==> config.mk <==
export PLATFORM = sky130hd
export DESIGN_NAME = base64_stream_decoder_flat
export DESIGN_NICKNAME = d
export VERILOG_FILES = /design/src/design/b64d_pkg.sv /design/src/design/b64d_in_if.sv /design/src/design/b64d_out_if.sv /design/src/design/b64d_front.sv /design/src/design/b64d_queue.sv /design/src/design/b64d_back.sv /design/src/design/base64_stream_decoder.sv /design/src/flat_wrapper.sv
export VERILOG_INCLUDE_DIRS = /design/src /design/src/design
export SDC_FILE = /design/constraint.sdc
export NUM_CORES = 1
export LEC_CHECK = 0
export ABC_CLOCK_PERIOD_IN_PS = 6020
export BUFFER_PORTS_ARGS = -buffer_cell sky130_fd_sc_hd__buf_2
export CORE_ASPECT_RATIO = 0.7
export CORE_UTILIZATION = 43
export CTS_CLUSTER_DIAMETER = 80
export DETAILED_ROUTE_END_ITERATION = 8
export SLEW_MARGIN = 30
export SYNTH_ARGS = -nofsm -noshare
export SYNTH_HDL_FRONTEND = slang
export SYNTH_SLANG_ARGS = --single-unit
==> constraint.sdc <==
create_clock -name clk -period 6.02 [get_ports clk]
set_clock_uncertainty 0.15 [all_clocks]
set_input_delay 0.301 -clock clk [delete_from_list [all_inputs] [get_ports clk]]
set_output_delay 0.301 -clock clk [all_outputs]
set_load 0.05 [all_outputs]
==> src/design/base64_stream_decoder_defines.svh <==
// ----------------------------------------------------------------------------
// base64_stream_decoder_defines.svh
// Assertion macros shared by the base64 stream decoder RTL.
// ----------------------------------------------------------------------------
`ifndef BASE64_STREAM_DECODER_DEFINES_SVH
`define BASE64_STREAM_DECODER_DEFINES_SVH

`ifndef SYNTHESIS
// property checked on every rising edge outside reset
`define B64D_ASSERT(lbl, clk, rst_n, prop, msg) \
	lbl: assert property (@(posedge clk) disable iff (!rst_n) prop) else $error(msg);
// condition that must never hold outside reset
`define B64D_ASSERT_NEVER(lbl, clk, rst_n, cond, msg) \
	lbl: assert property (@(posedge clk) disable iff (!rst_n) !(cond)) else $error(msg);
`else
`define B64D_ASSERT(lbl, clk, rst_n, prop, msg)
`define B64D_ASSERT_NEVER(lbl, clk, rst_n, cond, msg)
`endif

`endif

==> src/design/b64d_pkg.sv <==
// ----------------------------------------------------------------------------
// b64d_pkg
// Types, constants and the character decode table of the base64 decoder.
// ----------------------------------------------------------------------------
package b64d_pkg;

	localparam int COUNT_WIDTH_DEF = 16;
	localparam int QUEUE_DEPTH     = 4;
	localparam int OUT_COUNT_W     = 16;

	localparam logic [7:0] SYM_NUL   = 8'h00;
	localparam logic [7:0] SYM_PAD   = 8'h3D;  // '='
	localparam logic [7:0] SYM_PLUS  = 8'h2B;  // '+'
	localparam logic [7:0] SYM_SLASH = 8'h2F;  // '/'

	localparam logic KIND_DATA = 1'b0;
	localparam logic KIND_END  = 1'b1;

	localparam logic STATUS_OK      = 1'b0;
	localparam logic STATUS_PAD_ERR = 1'b1;

	// one queue entry: the results caused by one character
	typedef struct packed {
		logic                   has_data;
		logic                   has_end;
		logic [7:0]             data_byte;
		logic                   status;
		logic [OUT_COUNT_W-1:0] byte_count;
	} b64d_entry_t;

	typedef struct packed {
		logic empty;
		logic full;
	} b64d_qstat_t;

	typedef struct packed {
		logic       valid;
		logic [5:0] value;
	} b64d_sextet_t;

	function automatic b64d_sextet_t sextet_of(input logic [7:0] c);
		b64d_sextet_t s;
		s.valid = 1'b1;
		s.value = 6'd0;
		if (c >= 8'h41 && c <= 8'h5A) begin
			s.value = 6'(c - 8'h41);
		end else if (c >= 8'h61 && c <= 8'h7A) begin
			s.value = 6'(c - 8'h61 + 8'd26);
		end else if (c >= 8'h30 && c <= 8'h39) begin
			s.value = 6'(c - 8'h30 + 8'd52);
		end else if (c == SYM_PLUS) begin
			s.value = 6'd62;
		end else if (c == SYM_SLASH) begin
			s.value = 6'd63;
		end else begin
			s.valid = 1'b0;
		end
		return s;
	endfunction

endpackage

==> src/design/b64d_in_if.sv <==
// ----------------------------------------------------------------------------
// b64d_in_if
// Character channel: one base64 text character per beat.
// ----------------------------------------------------------------------------
interface b64d_in_if;
	logic       valid;
	logic       ready;
	logic [7:0] symbol;
	logic       final_char;

	modport source (output valid, output symbol, output final_char, input ready);
	modport sink   (input valid, input symbol, input final_char, output ready);
endinterface

==> src/design/b64d_out_if.sv <==
// ----------------------------------------------------------------------------
// b64d_out_if
// Result channel: a decoded byte or an end-of-message status per beat.
// ----------------------------------------------------------------------------
interface b64d_out_if;
	logic        valid;
	logic        ready;
	logic        result_kind;
	logic [7:0]  data_byte;
	logic        status;
	logic [15:0] byte_count;

	modport source (output valid, output result_kind, output data_byte,
		output status, output byte_count, input ready);
	modport sink   (input valid, input result_kind, input data_byte,
		input status, input byte_count, output ready);
endinterface

==> src/design/b64d_front.sv <==
// ----------------------------------------------------------------------------
// b64d_front
// Accepts characters, decodes them and keeps the per-message state.
// ----------------------------------------------------------------------------
`include "base64_stream_decoder_defines.svh"

module b64d_front #(
	parameter int COUNT_WIDTH = b64d_pkg::COUNT_WIDTH_DEF
) (
	input  logic                  clk,
	input  logic                  arst_n,
	b64d_in_if.sink               text,
	input  b64d_pkg::b64d_qstat_t qstat,
	output logic                  push,
	output b64d_pkg::b64d_entry_t entry
);
	import b64d_pkg::*;

	logic [1:0]             phase_q, phase_d;
	logic [7:0]             partial_q, partial_d;
	logic                   stopped_q, stopped_d;
	logic                   pad_err_q, pad_err_d;
	logic [COUNT_WIDTH-1:0] count_q, count_d;

	logic         accept;
	logic         emit;
	logic [7:0]   byte_out;
	b64d_sextet_t sx;

	assign text.ready = !qstat.full;
	assign accept     = text.valid && text.ready;
	assign sx         = sextet_of(text.symbol);

	always_comb begin
		phase_d   = phase_q;
		partial_d = partial_q;
		stopped_d = stopped_q;
		pad_err_d = pad_err_q;
		count_d   = count_q;
		emit      = 1'b0;
		byte_out  = 8'd0;
		if (!stopped_q) begin
			if (text.symbol == SYM_NUL) begin
				stopped_d = 1'b1;
			end else if (text.symbol == SYM_PAD) begin
				stopped_d = 1'b1;
				if (phase_q < 2'd2) begin
					pad_err_d = 1'b1;
				end
			end else if (sx.valid) begin
				phase_d = phase_q + 2'd1;
				unique case (phase_q)
					2'd0: begin
						partial_d = {sx.value, 2'b00};
					end
					2'd1: begin
						emit      = 1'b1;
						byte_out  = partial_q | {6'd0, sx.value[5:4]};
						partial_d = {sx.value[3:0], 4'd0};
					end
					2'd2: begin
						emit      = 1'b1;
						byte_out  = partial_q | {4'd0, sx.value[5:2]};
						partial_d = {sx.value[1:0], 6'd0};
					end
					2'd3: begin
						emit     = 1'b1;
						byte_out = partial_q | {2'd0, sx.value};
					end
				endcase
				if (emit && count_q != {COUNT_WIDTH{1'b1}}) begin
					count_d = count_q + COUNT_WIDTH'(1);
				end
			end
		end
	end

	always_comb begin
		entry.has_data   = emit;
		entry.has_end    = text.final_char;
		entry.data_byte  = byte_out;
		entry.status     = pad_err_d ? STATUS_PAD_ERR : STATUS_OK;
		entry.byte_count = OUT_COUNT_W'(count_d);
		push             = accept && (emit || text.final_char);
	end

	always_ff @(posedge clk or negedge arst_n) begin
		if (!arst_n) begin
			phase_q   <= 2'd0;
			partial_q <= 8'd0;
			stopped_q <= 1'b0;
			pad_err_q <= 1'b0;
			count_q   <= '0;
		end else if (accept) begin
			if (text.final_char) begin
				phase_q   <= 2'd0;
				partial_q <= 8'd0;
				stopped_q <= 1'b0;
				pad_err_q <= 1'b0;
				count_q   <= '0;
			end else begin
				phase_q   <= phase_d;
				partial_q <= partial_d;
				stopped_q <= stopped_d;
				pad_err_q <= pad_err_d;
				count_q   <= count_d;
			end
		end
	end

	`B64D_ASSERT(a_final_clears, clk, arst_n,
		(accept && text.final_char) |=> (phase_q == 2'd0 && !stopped_q && !pad_err_q && count_q == '0),
		"front state not cleared after last character")
	`B64D_ASSERT(a_stop_sticks, clk, arst_n,
		(stopped_q && !(accept && text.final_char)) |=> stopped_q,
		"stop flag dropped inside a message")
	`B64D_ASSERT_NEVER(a_no_emit_stopped, clk, arst_n, push && stopped_q && entry.has_data,
		"data byte produced after stop")

endmodule

==> src/design/b64d_queue.sv <==
// ----------------------------------------------------------------------------
// b64d_queue
// Short result queue between the decode front and the output sequencer.
// ----------------------------------------------------------------------------
`include "base64_stream_decoder_defines.svh"

module b64d_queue (
	input  logic                  clk,
	input  logic                  arst_n,
	input  logic                  push,
	input  b64d_pkg::b64d_entry_t wr_entry,
	input  logic                  pop,
	output b64d_pkg::b64d_entry_t head,
	output b64d_pkg::b64d_qstat_t qstat
);
	import b64d_pkg::*;

	localparam int PTR_W = $clog2(QUEUE_DEPTH);
	localparam int CNT_W = $clog2(QUEUE_DEPTH + 1);

	b64d_entry_t      entries_q [QUEUE_DEPTH];
	logic [PTR_W-1:0] wr_ptr_q;
	logic [PTR_W-1:0] rd_ptr_q;
	logic [CNT_W-1:0] fill_q;
	logic             do_push;
	logic             do_pop;

	assign qstat.empty = (fill_q == '0);
	assign qstat.full  = (fill_q == CNT_W'(QUEUE_DEPTH));
	assign do_push     = push && !qstat.full;
	assign do_pop      = pop && !qstat.empty;
	assign head        = entries_q[rd_ptr_q];

	always_ff @(posedge clk) begin
		if (do_push) begin
			entries_q[wr_ptr_q] <= wr_entry;
		end
	end

	always_ff @(posedge clk or negedge arst_n) begin
		if (!arst_n) begin
			wr_ptr_q <= '0;
			rd_ptr_q <= '0;
			fill_q   <= '0;
		end else begin
			if (do_push) begin
				wr_ptr_q <= (wr_ptr_q == PTR_W'(QUEUE_DEPTH - 1)) ? '0 : wr_ptr_q + PTR_W'(1);
			end
			if (do_pop) begin
				rd_ptr_q <= (rd_ptr_q == PTR_W'(QUEUE_DEPTH - 1)) ? '0 : rd_ptr_q + PTR_W'(1);
			end
			unique case ({do_push, do_pop})
				2'b10:   fill_q <= fill_q + CNT_W'(1);
				2'b01:   fill_q <= fill_q - CNT_W'(1);
				default: fill_q <= fill_q;
			endcase
		end
	end

	`B64D_ASSERT_NEVER(a_push_full, clk, arst_n, push && qstat.full,
		"push into full queue")
	`B64D_ASSERT_NEVER(a_pop_empty, clk, arst_n, pop && qstat.empty,
		"pop from empty queue")
	`B64D_ASSERT_NEVER(a_fill_range, clk, arst_n, fill_q > CNT_W'(QUEUE_DEPTH),
		"queue fill beyond depth")

endmodule

==> src/design/b64d_back.sv <==
// ----------------------------------------------------------------------------
// b64d_back
// Output sequencer: sends each entry's data beat, then its end beat, where present.
// ----------------------------------------------------------------------------
`include "base64_stream_decoder_defines.svh"

module b64d_back (
	input  logic                  clk,
	input  logic                  arst_n,
	input  b64d_pkg::b64d_entry_t head,
	input  b64d_pkg::b64d_qstat_t qstat,
	output logic                  pop,
	b64d_out_if.source            decoded
);
	import b64d_pkg::*;

	logic data_done_q;
	logic show_data;
	logic beat;

	assign show_data = head.has_data && !data_done_q;
	assign beat      = decoded.valid && decoded.ready;
	// entry leaves once its last beat goes out
	assign pop       = beat && (!show_data || !head.has_end);

	always_comb begin
		decoded.valid       = !qstat.empty;
		decoded.result_kind = show_data ? KIND_DATA : KIND_END;
		decoded.data_byte   = show_data ? head.data_byte : 8'd0;
		decoded.status      = show_data ? STATUS_OK : head.status;
		decoded.byte_count  = show_data ? 16'd0 : head.byte_count;
	end

	always_ff @(posedge clk or negedge arst_n) begin
		if (!arst_n) begin
			data_done_q <= 1'b0;
		end else if (pop) begin
			data_done_q <= 1'b0;
		end else if (beat && show_data) begin
			data_done_q <= 1'b1;
		end
	end

	`B64D_ASSERT(a_end_follows, clk, arst_n,
		(beat && show_data && head.has_end) |=> (decoded.valid && decoded.result_kind == KIND_END),
		"end beat missing after data beat")
	`B64D_ASSERT_NEVER(a_blank_entry, clk, arst_n, decoded.valid && !head.has_data && !head.has_end,
		"queue entry carries no result")
	`B64D_ASSERT_NEVER(a_done_no_end, clk, arst_n, data_done_q && !qstat.empty && !head.has_end,
		"data already sent for an entry without end")

endmodule

==> src/design/base64_stream_decoder.sv <==
// ----------------------------------------------------------------------------
// base64_stream_decoder
// Streaming base64 decoder with a decode front, result queue and sequencer.
// ----------------------------------------------------------------------------
// Usage:
//   text    : one character a beat (symbol, final_char). NUL or '=' stops
//             decoding; later characters are ignored until the last one.
//   decoded : result beats. result_kind 0 carries a data byte, result_kind 1
//             closes the message with status (1 = misplaced padding) and
//             byte_count (saturating count, low 16 bits).
// A result is written into the queue when its character is taken and is
//   offered on decoded from there. Throughput: one character per cycle while
//   the queue is not full; the decode table and the partial-byte shift-or are combinational.
// A character carrying both a byte and the last mark gives two beats, data
//   first.
// A four-entry queue sits between front and sequencer; when decoded stalls
//   the queue fills and text.ready drops, nothing is lost.
// Reset clears the message state and empties the queue; text.ready is high
//   right after reset.
// ----------------------------------------------------------------------------
module base64_stream_decoder #(
	parameter int COUNT_WIDTH = b64d_pkg::COUNT_WIDTH_DEF
) (
	input  logic       clk,
	input  logic       arst_n,
	b64d_in_if.sink    text,
	b64d_out_if.source decoded
);
	import b64d_pkg::*;

	b64d_entry_t wr_entry;
	b64d_entry_t head;
	b64d_qstat_t qstat;
	logic        push;
	logic        pop;

	b64d_front #(
		.COUNT_WIDTH(COUNT_WIDTH)
	) u_front (
		.clk    (clk),
		.arst_n (arst_n),
		.text   (text),
		.qstat  (qstat),
		.push   (push),
		.entry  (wr_entry)
	);

	b64d_queue u_queue (
		.clk      (clk),
		.arst_n   (arst_n),
		.push     (push),
		.wr_entry (wr_entry),
		.pop      (pop),
		.head     (head),
		.qstat    (qstat)
	);

	b64d_back u_back (
		.clk     (clk),
		.arst_n  (arst_n),
		.head    (head),
		.qstat   (qstat),
		.pop     (pop),
		.decoded (decoded)
	);

endmodule

==> src/flat_wrapper.sv <==
// flat-port wrapper written by rule: the top's interface ports become plain ports
module base64_stream_decoder_flat import b64d_pkg::*;
#(
	parameter int COUNT_WIDTH = b64d_pkg::COUNT_WIDTH_DEF
)
  (clk, arst_n, text_valid, text_symbol, text_final_char, text_ready, decoded_valid, decoded_result_kind, decoded_data_byte, decoded_status, decoded_byte_count, decoded_ready);
  b64d_in_if text_i ();
  b64d_out_if decoded_i ();
  input  logic clk;
  input  logic arst_n;
  input wire logic [$bits(text_i.valid)-1:0] text_valid;
  input wire logic [$bits(text_i.symbol)-1:0] text_symbol;
  input wire logic [$bits(text_i.final_char)-1:0] text_final_char;
  output wire logic [$bits(text_i.ready)-1:0] text_ready;
  output wire logic [$bits(decoded_i.valid)-1:0] decoded_valid;
  output wire logic [$bits(decoded_i.result_kind)-1:0] decoded_result_kind;
  output wire logic [$bits(decoded_i.data_byte)-1:0] decoded_data_byte;
  output wire logic [$bits(decoded_i.status)-1:0] decoded_status;
  output wire logic [$bits(decoded_i.byte_count)-1:0] decoded_byte_count;
  input wire logic [$bits(decoded_i.ready)-1:0] decoded_ready;
  assign text_i.valid = text_valid;
  assign text_i.symbol = text_symbol;
  assign text_i.final_char = text_final_char;
  assign text_ready = text_i.ready;
  assign decoded_valid = decoded_i.valid;
  assign decoded_result_kind = decoded_i.result_kind;
  assign decoded_data_byte = decoded_i.data_byte;
  assign decoded_status = decoded_i.status;
  assign decoded_byte_count = decoded_i.byte_count;
  assign decoded_i.ready = decoded_ready;
  base64_stream_decoder #(.COUNT_WIDTH(COUNT_WIDTH)) u_core (.clk(clk), .arst_n(arst_n), .text(text_i), .decoded(decoded_i));
endmodule
==> run metrics, run 1 <==
Starting Density 44.46%; Critical Path Start text_symbol[2]; hold slack 0.04505 ns; total congestion overflow after global routing 0; pre-CTS setup slack 2.053 ns; TritonCTS Buffers 17; initial antenna violation count 0; clock latency on the worst-skew pair 0.41 ns; data arrival time of the critical path 3.48 ns; post-route ant nets 0; Synth warnings 0; number of sinks on the clock net 142; via count of the first global-routing pass 4259; routed wire length on met3 1039 µm; average wire per cell in the routed design 20.43 µm; PnR worst setup slack 2.478 ns; syn avg cell area 13.69 µm²; Detailed Place HPWL 10640 µm; Via-to-Cell Ratio 5.838; die height 108.4 µm; Critical Path Source Type primary input; path depth of the worst reg2reg path 9; placer congestion estimate 0.8592; CP peak stage delay 0.56 ns; clock tree from TritonCTS done; NumNets Final 582; row count 38; aggregate negative setup slack 0 ns; Slew @ Worst Pin 0.8425 ns; post-synthesis cell type with the largest combined area edfxtp_1; share of post-route cells with drive strength above 1 22.86%; CP max stage cell and2_1; Resized cells post-CTS 0; total power density per cell area 431.6 nW/µm²; width of the chip 154.0 µm; clock period minus worst slack 3.542 ns; synth top area cells edfxtp_1, dfrtp_1, mux4_2; most frequent cells in the layout edfxtp_1, buf_2, dfrtp_1; global-route usage over all layers 20.09%; WP data required 5.96 ns; most common library cell in the layout ignoring fill and taps edfxtp_1; first-pass GRT wire length 24780 µm; count of endpoints failing hold in the final timing report 0; vias post-DR 4437; number of cells produced by synthesis 508; max-cap violation count 0; length of routed wiring on met1 7777 µm; total cell area at the placement stage 7336 µm²; DR pass1 iterations 6; number of register bits inferred by synthesis 142; Yosys cell types 65; Worst setup EP type flip-flop; largest net degree at the start of global routing 35; startpoint of the tightest hold check path decoded_ready; peak ir drop on the vdd network 0.0002203 V; clk buf depth 2; share of the clock period used by the worst path 58.85%; DR WL met2 6642 µm; number of H-tree branching levels 4; LEAKAGE 0.002946 µW; slew margin rel. 43.83%; reg2reg end u_core.u_queue.fill_q[2]; highest attainable clock frequency 282.3 MHz; post-route DRC violation count 0; asr flop ratio synth 23.94%; placed cell count 728; hold path endpoint u_core.u_back.data_done_q; cell breakdown of the critical path buf_2 -> inv_1 -> ha_1 -> nor3b_1 -> o32a_4 -> a2bb2oi_4 -> a21oi_4 -> nand2b_4 -> inv_2 -> nor2_1 -> nor2_4 -> and2_1 -> buf_4; RSZ-0062 raised after global routing no; final number of max-transition violations 0; CTS Root Buffer Type clkbuf_16; Core Footprint 15640 µm²; critical path class primary input to flip-flop; overall die area 16700 µm²; number of enable-type register cells in the synthesized netlist 108; I/O pin count 41; Area growth, synth to finish 13.49%; Layout fillers 1330; Cell Area, Synth 6955 µm²; buffers added on ports 40; top routing layer in use met4; total routed wirelength 15520 µm; total non-filler cell area in the finished layout 7894 µm²; synthesized netlist net count 542; run status completed; antenna diode count 0; peak fanout along the critical path 16; Clock transition at path regs 0.06 ns; share of the yosys chip area belonging to registers 58.86%; most used flip-flop cell after synthesis edfxtp_1; setup violation total in the final timing report 0; path class of the lowest-slack min-delay path primary input to flip-flop; number of violations reported at the end of detailed-routing iteration 0 438; final standard cell count with taps included and fillers excluded 760; Yosys top cell area share 46.63%; minimum setup slack among reg-to-reg paths 2.61 ns; startpoint of the worst register-to-register path u_core.u_queue.rd_ptr_q[0]; cell depth of the worst hold path 3
[cell usage after synthesis, types with 2 or more instances]
master     count
and2_1        16
a222oi_1       2
nand4bb_1      2
nand2b_1       2
nand3_1       11
xor2_1         6
nor2b_1       19
inv_1         15
nand2_1       32
nor3_1         6
ha_1          20
o21ai_1        2
o31ai_1       14
dfrtp_1       34
buf_4          2
o22ai_1        3
xnor2_1       16
a21oi_1       14
buf_2          7
or2_2          3
a2bb2oi_1      3
and3_1        10
edfxtp_1     108
a41oi_1        3
mux2_2         4
a31o_2         2
or3_1          3
inv_2          2
a22oi_1        3
a32o_1         2
a21o_1         2
a221oi_1       3
o21ai_0       28
and4_1         3
a31oi_1        8
nor3b_1        2
clkbuf_1      14
nor2_1        24
a211oi_1       3
nand4_1        2
buf_1          2
mux4_2        27
nand3_2        2
[registers in the layout, summed over array words and instances, names as in the netlist]
name / count
u_core.u_queue.entries_q: 108
u_core.u_front.count_q: 16
u_core.u_front.partial_q: 6
u_core.u_queue.fill_q: 3
u_core.u_front.phase_q: 2
u_core.u_queue.rd_ptr_q: 2
u_core.u_queue.wr_ptr_q: 2
u_core.u_back.data_done_q: 1
u_core.u_front.pad_err_q: 1
u_core.u_front.stopped_q: 1
[worst max-delay path by stage]
stage	endpoint	slack, ns	depth (start not counted)
6_report	u_core.u_queue.entries_q[0][13]	2.48	13
3_3_place_gp	u_core.u_queue.entries_q[0][8]	2.11	13
2_1_floorplan	u_core.u_queue.fill_q[2]	2.70	18
3_5_place_dp	u_core.u_queue.entries_q[0][8]	2.05	13
5_1_grt	u_core.u_queue.entries_q[1][14]	2.29	13
4_1_cts	u_core.u_queue.entries_q[0][7]	2.47	13
[area by class of cell]
cell class / count / area (µm²) / share of cell area, %
clock inverter: 14 / 110.1 / 1.395
multi-input combinational: 323 / 2691 / 34.09
sequential: 142 / 4098 / 51.91
inverter: 17 / 63.81 / 0.8084
clock buffer: 17 / 425.4 / 5.389
timing repair buffer: 47 / 255.2 / 3.233
tap: 200 / 250.2 / 3.170
[worst max-delay path, delay by kind of cell]
family	cells	cell delay, ns
AOI/OAI and AO/OA	3	0.82
adders and majority gates	1	0.32
and+or+nand+nor	5	1.14
buffers and inverters	4	0.88
[report_power, final]
part | switching (µW) | internal, µW | total, µW
clock | 413 | 531 | 944
combinational | 771 | 401 | 1170
sequential | 124 | 1170 | 1290
total | 1310 | 2100 | 3410
[metal layers]
layer	up-vias	GRT usage [%]
li1	2025	-
met4	0	4.786
met1	2239	31.18
met3	6	4.449
met5	-	0
met2	167	28.34
[kinds of logic after synthesis]
family / synth area share [%]
buffers and inverters: 2.662
XOR/XNOR: 2.770
multiplexers: 9.390
flip-flops: 58.86
AO/OA/AOI/OAI: 11.14
adder cells (fa/ha/maj): 3.886
AND/OR/NAND/NOR: 11.30
[metrics by stage]
step	util, %	total power, µW
2_1_floorplan	-	2191
3_3_place_gp	46.88	2483
3_5_place_dp	46.90	2492
4_1_cts	50.38	3440
5_1_grt	50.46	3582
6_report	50.46	3407
[timing repair]
| item | 4_1_cts | 5_1_grt |
|---|---|---|
| hold buffers | 1 | 0 |
| buffers inserted | 0 | 0 |
| hold endpoints to repair | 34 | 0 |
| setup endpoints to repair | 0 | 0 |
Power figures use the tool's default switching activity.
==> inputs of run 2 (changes only) <==
--- a/config.mk
+++ b/config.mk
@@ -6,7 +6,7 @@
 export SDC_FILE = /design/constraint.sdc
 export NUM_CORES = 1
 export LEC_CHECK = 0
-export ABC_CLOCK_PERIOD_IN_PS = 6020
+export ABC_CLOCK_PERIOD_IN_PS = 3500
 export BUFFER_PORTS_ARGS = -buffer_cell sky130_fd_sc_hd__buf_2
 export CORE_ASPECT_RATIO = 0.7
 export CORE_UTILIZATION = 43
==> constraint.sdc (replaced) <==
create_clock -name clk -period 3.5 [get_ports clk]
set_clock_uncertainty 0.15 [all_clocks]
set_input_delay 0.175 -clock clk [delete_from_list [all_inputs] [get_ports clk]]
set_output_delay 0.175 -clock clk [all_outputs]
set_load 0.05 [all_outputs]
==> run metrics, run 2 (synthesized netlist as in run 1, its figures left out) <==
Design Power 6146 µW (was 3407 µW); number of sinks on the clock net 142 (unchanged); highest attainable clock frequency 349.1 MHz; total non-filler cell area in the finished layout 8134 µm² (was 7894 µm²); CTS hold repair buffers 2 (was 1); vias post-DR 4395 (was 4437); largest registers ranked by flip-flop count u_core.u_queue.entries_q x108, u_core.u_front.count_q x16, u_core.u_front.partial_q x6 (unchanged); CTS Root Buffer Type clkbuf_16 (unchanged); clock latency on the worst-skew pair 0.42 ns (was 0.41 ns); met3 demand-to-capacity share in global routing 4.810% (was 4.449%); max-cap violation count 0 (unchanged); Worst setup EP type flip-flop (unchanged); buffers added on ports 40 (unchanged); Critical Path Source Type flip-flop (was primary input); peak ir drop on the vdd network 0.0005470 V (was 0.0002203 V); antenna diode count 0 (unchanged); slew margin rel. 44.41% (was 43.83%); Core Footprint 15640 µm² (unchanged); path class of the lowest-slack min-delay path primary input to flip-flop (unchanged); post-route ant nets 0 (unchanged); Area growth, synth to finish 16.95% (was 13.49%); DR pass1 iterations 6 (unchanged); average wire per cell in the routed design 19.39 µm (was 20.43 µm); global-route usage over all layers 19.48% (was 20.09%); setup violation total in the final timing report 0 (unchanged); number of H-tree branching levels 4 (unchanged); most frequent cells in the layout edfxtp_1, buf_2, dfrtp_1 (unchanged); data arrival time of the critical path 3.06 ns (was 3.48 ns); final number of max-transition violations 0 (unchanged); I/O pin count 41 (unchanged); Via-to-Cell Ratio 5.649 (was 5.838); post-route DRC violation count 0 (unchanged); overall die area 16700 µm² (unchanged); Resized cells post-CTS 0 (unchanged); total power density per cell area 755.6 nW/µm² (was 431.6 nW/µm²); row count 38 (unchanged); Starting Density 44.46% (unchanged); total cell area at the placement stage 7503 µm² (was 7336 µm²); Clock transition at path regs 0.06 ns (about the same); peak fanout along the critical path 4 (was 16); largest register by flop count u_core.u_queue.entries_q (unchanged); initial antenna violation count 0 (unchanged); first-pass GRT wire length 23890 µm (was 24780 µm); die height 108.4 µm (unchanged); clk buf depth 2 (unchanged); Slew @ Worst Pin 0.8338 ns (was 0.8425 ns); share of post-route cells with drive strength above 1 25.09% (was 22.86%); WP data required 3.70 ns (was 5.96 ns); run status completed (unchanged); buffers inserted by post-CTS timing repair 0 (unchanged); LEAKAGE 0.003088 µW (was 0.002946 µW); fraction of met2 tracks used by global routing 28.18% (was 28.34%); RSZ-0062 raised after global routing no (unchanged); placer congestion estimate 0.8555 (was 0.8592); most used cell along the critical path xor2_1; Detailed Place HPWL 9732 µm (was 10640 µm); TritonCTS Buffers 17 (unchanged); GRT Max-Usage Layer met1 (unchanged); count of endpoints failing hold in the final timing report 0 (unchanged); share of the clock period used by the worst path 81.84%; width of the chip 154.0 µm (unchanged); via count of the first global-routing pass 4318 (was 4259); critical path class flip-flop to flip-flop (was primary input to flip-flop); cell breakdown of the critical path mux4_2 -> nor2b_2 -> a21oi_1 -> ha_1 -> inv_1 -> fa_1 -> xor2_1 -> nor2_1 -> xor2_1 (was buf_2 -> inv_1 -> ha_1 -> nor3b_1 -> o32a_4 -> a2bb2oi_4 -> a21oi_4 -> nand2b_4 -> inv_2 -> nor2_1 -> nor2_4 -> and2_1 -> buf_4); number of violations reported at the end of detailed-routing iteration 0 438 (unchanged); number of flip-flops in the largest register 108 (unchanged); largest net degree at the start of global routing 35 (unchanged); clock tree from TritonCTS done (unchanged); CP max stage cell mux4_2 (was and2_1); NumNets Final 599 (was 582); total routed wirelength 15080 µm (was 15520 µm); met1 capacity usage during global routing 28.61% (was 31.18%); most common library cell in the layout ignoring fill and taps edfxtp_1 (unchanged); aggregate negative setup slack 0 ns (unchanged); CP peak stage delay 0.52 ns (was 0.56 ns); clock period minus worst slack 2.864 ns; total congestion overflow after global routing 0 (unchanged)
[run 2: cell count changes in the layout (fill, tap and decap cells not counted)]
cell,previous run,this run
buf_4,6,18
buf_12,0,4
clkinvlp_4,4,0
bufinv_16,0,3
clkinv_4,2,5
a2111oi_2,0,1
a2111oi_4,2,1
clkbuf_1,0,1
clkinv_1,2,1
dfrtp_2,0,1
dfrtp_4,1,0
dlygate4sd3_1,1,2
inv_8,1,0
[run 2: final cells by class]
cell class,count,area [µm²]
fill,1322,7508
sequential,142,4095
multi-input combinational,323,2679
timing repair buffer,64,435.4
clock buffer,18,429.2
tap,200,250.2
clock inverter,14,181.4
inverter,17,63.81
[run 2: final timing paths]
path | startpoint | to | slack [ns] | depth (start not counted)
setup / recovery | u_core.u_queue.rd_ptr_q[0] | u_core.u_queue.fill_q[2] | 0.64 | 9
hold / removal | text_final_char | u_core.u_front.stopped_q | 0.11 | 2
setup reg to reg | u_core.u_queue.rd_ptr_q[0] | u_core.u_queue.fill_q[2] | 0.64 | 9
hold reg to reg | u_core.u_front.partial_q[6] | u_core.u_front.partial_q[6] | 0.34 | 2
max in group asynchronous | arst_n | u_core.u_queue.rd_ptr_q[0] | 2.39 | 2
min in group asynchronous | arst_n | u_core.u_queue.fill_q[1] | 0.23 | 2
[run 2: stage by stage]
step	hold slack [ns]	instances	worst slack, ns	utilization (%)
after detailed placement	0.1695	744	0.2458	47.97
final	0.1065	778	0.6357	52.00
after CTS	0.09329	778	0.6794	52.00
after floorplan	-0.2706	508	0.3013	-
after global placement	0.1697	744	0.2902	47.97
after global routing	0.1112	778	0.4674	52.00
[run 2: critical path: cells and delay by family, from the launching register on]
family	cells	cell delay, ns
flops	1	0.42
fa+ha+maj	2	0.70
xor+xnor	2	0.29
mux	1	0.52
compound gates	1	0.34
buf+inv	1	0.08
simple gates	2	0.28
[run 2: power by group]
part | switching (µW) | internal, µW
registers | 82.5 | 2000
logic | 1450 | 743
clock network | 730 | 1130
[run 2: per-layer routing]
metal	part of all wire (%)	routed length, µm
met4	1.1	159
met1	51	7704
met2	43	6556
met5	0	0
met3	4.4	662
==> inputs of run 3 (changes only) <==
--- a/config.mk
+++ b/config.mk
@@ -6,7 +6,7 @@
 export SDC_FILE = /design/constraint.sdc
 export NUM_CORES = 1
 export LEC_CHECK = 0
-export ABC_CLOCK_PERIOD_IN_PS = 3500
+export ABC_CLOCK_PERIOD_IN_PS = 2700
 export BUFFER_PORTS_ARGS = -buffer_cell sky130_fd_sc_hd__buf_2
 export CORE_ASPECT_RATIO = 0.7
 export CORE_UTILIZATION = 43
==> constraint.sdc (replaced) <==
create_clock -name clk -period 2.7 [get_ports clk]
set_clock_uncertainty 0.15 [all_clocks]
set_input_delay 0.135 -clock clk [delete_from_list [all_inputs] [get_ports clk]]
set_output_delay 0.135 -clock clk [all_outputs]
set_load 0.05 [all_outputs]
==> run metrics, run 3 (synthesized netlist as in run 1, its figures left out) <==
number of violations reported at the end of detailed-routing iteration 0 409 (was 438); most frequent cells in the layout edfxtp_1, buf_4, buf_2 (was edfxtp_1, buf_2, dfrtp_1); largest register by flop count u_core.u_queue.entries_q (unchanged); Seq. cell area 4095 µm² (unchanged); path depth of the worst reg2reg path 10 (was 9); total power density per cell area 941.8 nW/µm² (was 755.6 nW/µm²); setup violation total in the final timing report 0 (unchanged); Worst setup EP type flip-flop (unchanged); Clock transition at path regs 0.07 ns (was 0.06 ns); highest attainable clock frequency 394.4 MHz (was 349.1 MHz); max-cap violation count 0 (unchanged); number of sinks on the clock net 142 (unchanged); vias post-DR 4597 (was 4395); largest net degree at the start of global routing 35 (unchanged); buffers added on ports 40 (unchanged); cell depth of the worst hold path 5 (was 2); DR pass1 iterations 6 (unchanged); run status completed (unchanged); WP data required 2.89 ns (was 3.70 ns); TritonCTS Buffers 17 (unchanged); hold path endpoint u_core.u_front.stopped_q (unchanged); Via-to-Cell Ratio 5.592 (was 5.649); die height 108.4 µm (unchanged); Starting Density 44.46% (unchanged); number of flip-flops in the largest register 108 (unchanged); I/O pin count 41 (unchanged); slew margin rel. 42.44% (was 44.41%); total routed wirelength 15400 µm (was 15080 µm); overall die area 16700 µm² (unchanged); clk buf depth 2 (unchanged); total cell area at the placement stage 7980 µm² (was 7503 µm²); path class of the lowest-slack min-delay path primary input to flip-flop (unchanged); clock period minus worst slack 2.535 ns (was 2.864 ns); initial antenna violation count 0 (unchanged); Critical Path Source Type flip-flop (unchanged); Area growth, synth to finish 24.45% (was 16.95%); total non-filler cell area in the finished layout 8656 µm² (was 8134 µm²); final number of max-transition violations 0 (unchanged); number of H-tree branching levels 4 (unchanged); count of endpoints failing hold in the final timing report 0 (unchanged); area of the multi-input gates 2795 µm² (was 2679 µm²); critical path class flip-flop to flip-flop (unchanged); width of the chip 154.0 µm (unchanged); placer congestion estimate 0.8342 (was 0.8555); minimum setup slack among reg-to-reg paths 0.16 ns (was 0.64 ns); clock tree from TritonCTS done (unchanged); row count 38 (unchanged); average wire per cell in the routed design 18.74 µm (was 19.39 µm); global-route usage over all layers 19.91% (was 19.48%); share of the clock period used by the worst path 93.91% (was 81.84%); most common library cell in the layout ignoring fill and taps edfxtp_1 (unchanged); utilization after layout 55.34% (was 52.00%); NumNets Final 643 (was 599); Detailed Place HPWL 10410 µm (was 9732 µm); first-pass GRT wire length 24980 µm (was 23890 µm); Slew @ Worst Pin 0.8634 ns (was 0.8338 ns); post-route DRC violation count 0 (unchanged); peak ir drop on the vdd network 0.0005648 V (was 0.0005470 V); Core Footprint 15640 µm² (unchanged); share of post-route cells with drive strength above 1 33.76% (was 25.09%); largest registers ranked by flip-flop count u_core.u_queue.entries_q x108, u_core.u_front.count_q x16, u_core.u_front.partial_q x6 (unchanged); post-route ant nets 0 (unchanged); Layout fillers 1272 (was 1322); clock latency on the worst-skew pair 0.41 ns (was 0.42 ns); reg2reg end u_core.u_queue.fill_q[2] (unchanged); total congestion overflow after global routing 0 (unchanged); antenna diode count 0 (unchanged); startpoint of the tightest hold check path text_symbol[7] (was text_final_char); via count of the first global-routing pass 4632 (was 4318); startpoint of the worst register-to-register path u_core.u_queue.rd_ptr_q[0] (unchanged); LEAKAGE 0.003348 µW (was 0.003088 µW); peak fanout along the critical path 2 (was 4); CTS Root Buffer Type clkbuf_16 (unchanged); data arrival time of the critical path 2.72 ns (was 3.06 ns)
[run 3: changes by cell type in the layout (fill, tap and decap cells not counted), sizes merged]
cell,before,now
buf,62,106
bufinv,3,2
clkbuf,18,17
clkinv,6,3
clkinvlp,0,3
inv,22,24
[run 3: per-stage QoR]
stage          setup TNS [ns]  setup WS (ns)  total power [µW]  cells  hold WS (ns)
2_1_floorplan        -0.01947       -0.01947              4925    508       -0.3106
4_1_cts                     0        0.07426              8208    820       0.02974
6_report                    0         0.1646              8152    822       0.03931
3_5_place_dp           -4.244        -0.1229              5770    786        0.1524
5_1_grt              -0.01272      -0.007705              8525    822       0.08497
3_3_place_gp          -0.3782       -0.04532              5729    786        0.1316
[run 3: worst max path at each step]
| stage | startpoint | to | slack (ns) | cells after the start |
|---|---|---|---|---|
| global placement | text_symbol[1] | u_core.u_queue.fill_q[2] | -0.05 | 18 |
| finish | u_core.u_queue.rd_ptr_q[0] | u_core.u_queue.fill_q[2] | 0.16 | 10 |
| global route | u_core.u_front.count_q[7] | u_core.u_front.count_q[13] | -0.008 | 8 |
| detailed placement | text_symbol[1] | u_core.u_queue.fill_q[2] | -0.12 | 18 |
| floorplan | text_symbol[2] | u_core.u_queue.fill_q[2] | -0.02 | 18 |
| CTS | u_core.u_queue.rd_ptr_q[0] | u_core.u_queue.fill_q[2] | 0.07 | 10 |
[run 3: layer usage]
| metal | track usage [%] | up-vias | wire [µm] |
|---|---|---|---|
| met2 | 30.55 | 136 | 6798 |
| met3 | 3.166 | 17 | 687 |
| met5 | 0 | - | 0 |
| met1 | 28.88 | 2287 | 7723 |
| met4 | 6.857 | 0 | 192 |
| li1 | - | 2157 | - |
[run 3: worst max-delay path: stages, from the launching register on]
cell	delay, ns
dfrtp_2	0.37
mux4_2	0.51
nor2b_4	0.15
a21oi_2	0.21
buf_4	0.16
ha_4	0.13
inv_2	0.03
fa_2	0.33
xor2_1	0.17
nor2_1	0.11
xor2_1	0.15
[run 3: power by group]
part / switching (µW) / internal [µW]
Clock: 1010 / 1410
Sequential: 106 / 2600
Combinational: 1930 / 1100
Total: 3040 / 5110
[run 3: cell type report]
type / count / share of cell area (%)
clock buffers: 17 / 4.915
clock inverters: 15 / 2.269
inverters: 17 / 0.8962
multi-input cells: 323 / 32.29
flip-flops and latches: 142 / 47.31
well taps: 200 / 2.891
repair buffers: 108 / 9.425
[run 3: repair_timing]
item                                   in CTS  in global routing
setup endpoints to repair                   1                 13
pin swaps                                   0                  3
endpoints found under the hold margin      35                  0
gates resized for setup                     1                  3
hold buffers                                2                  0
setup buffers                               0                  2
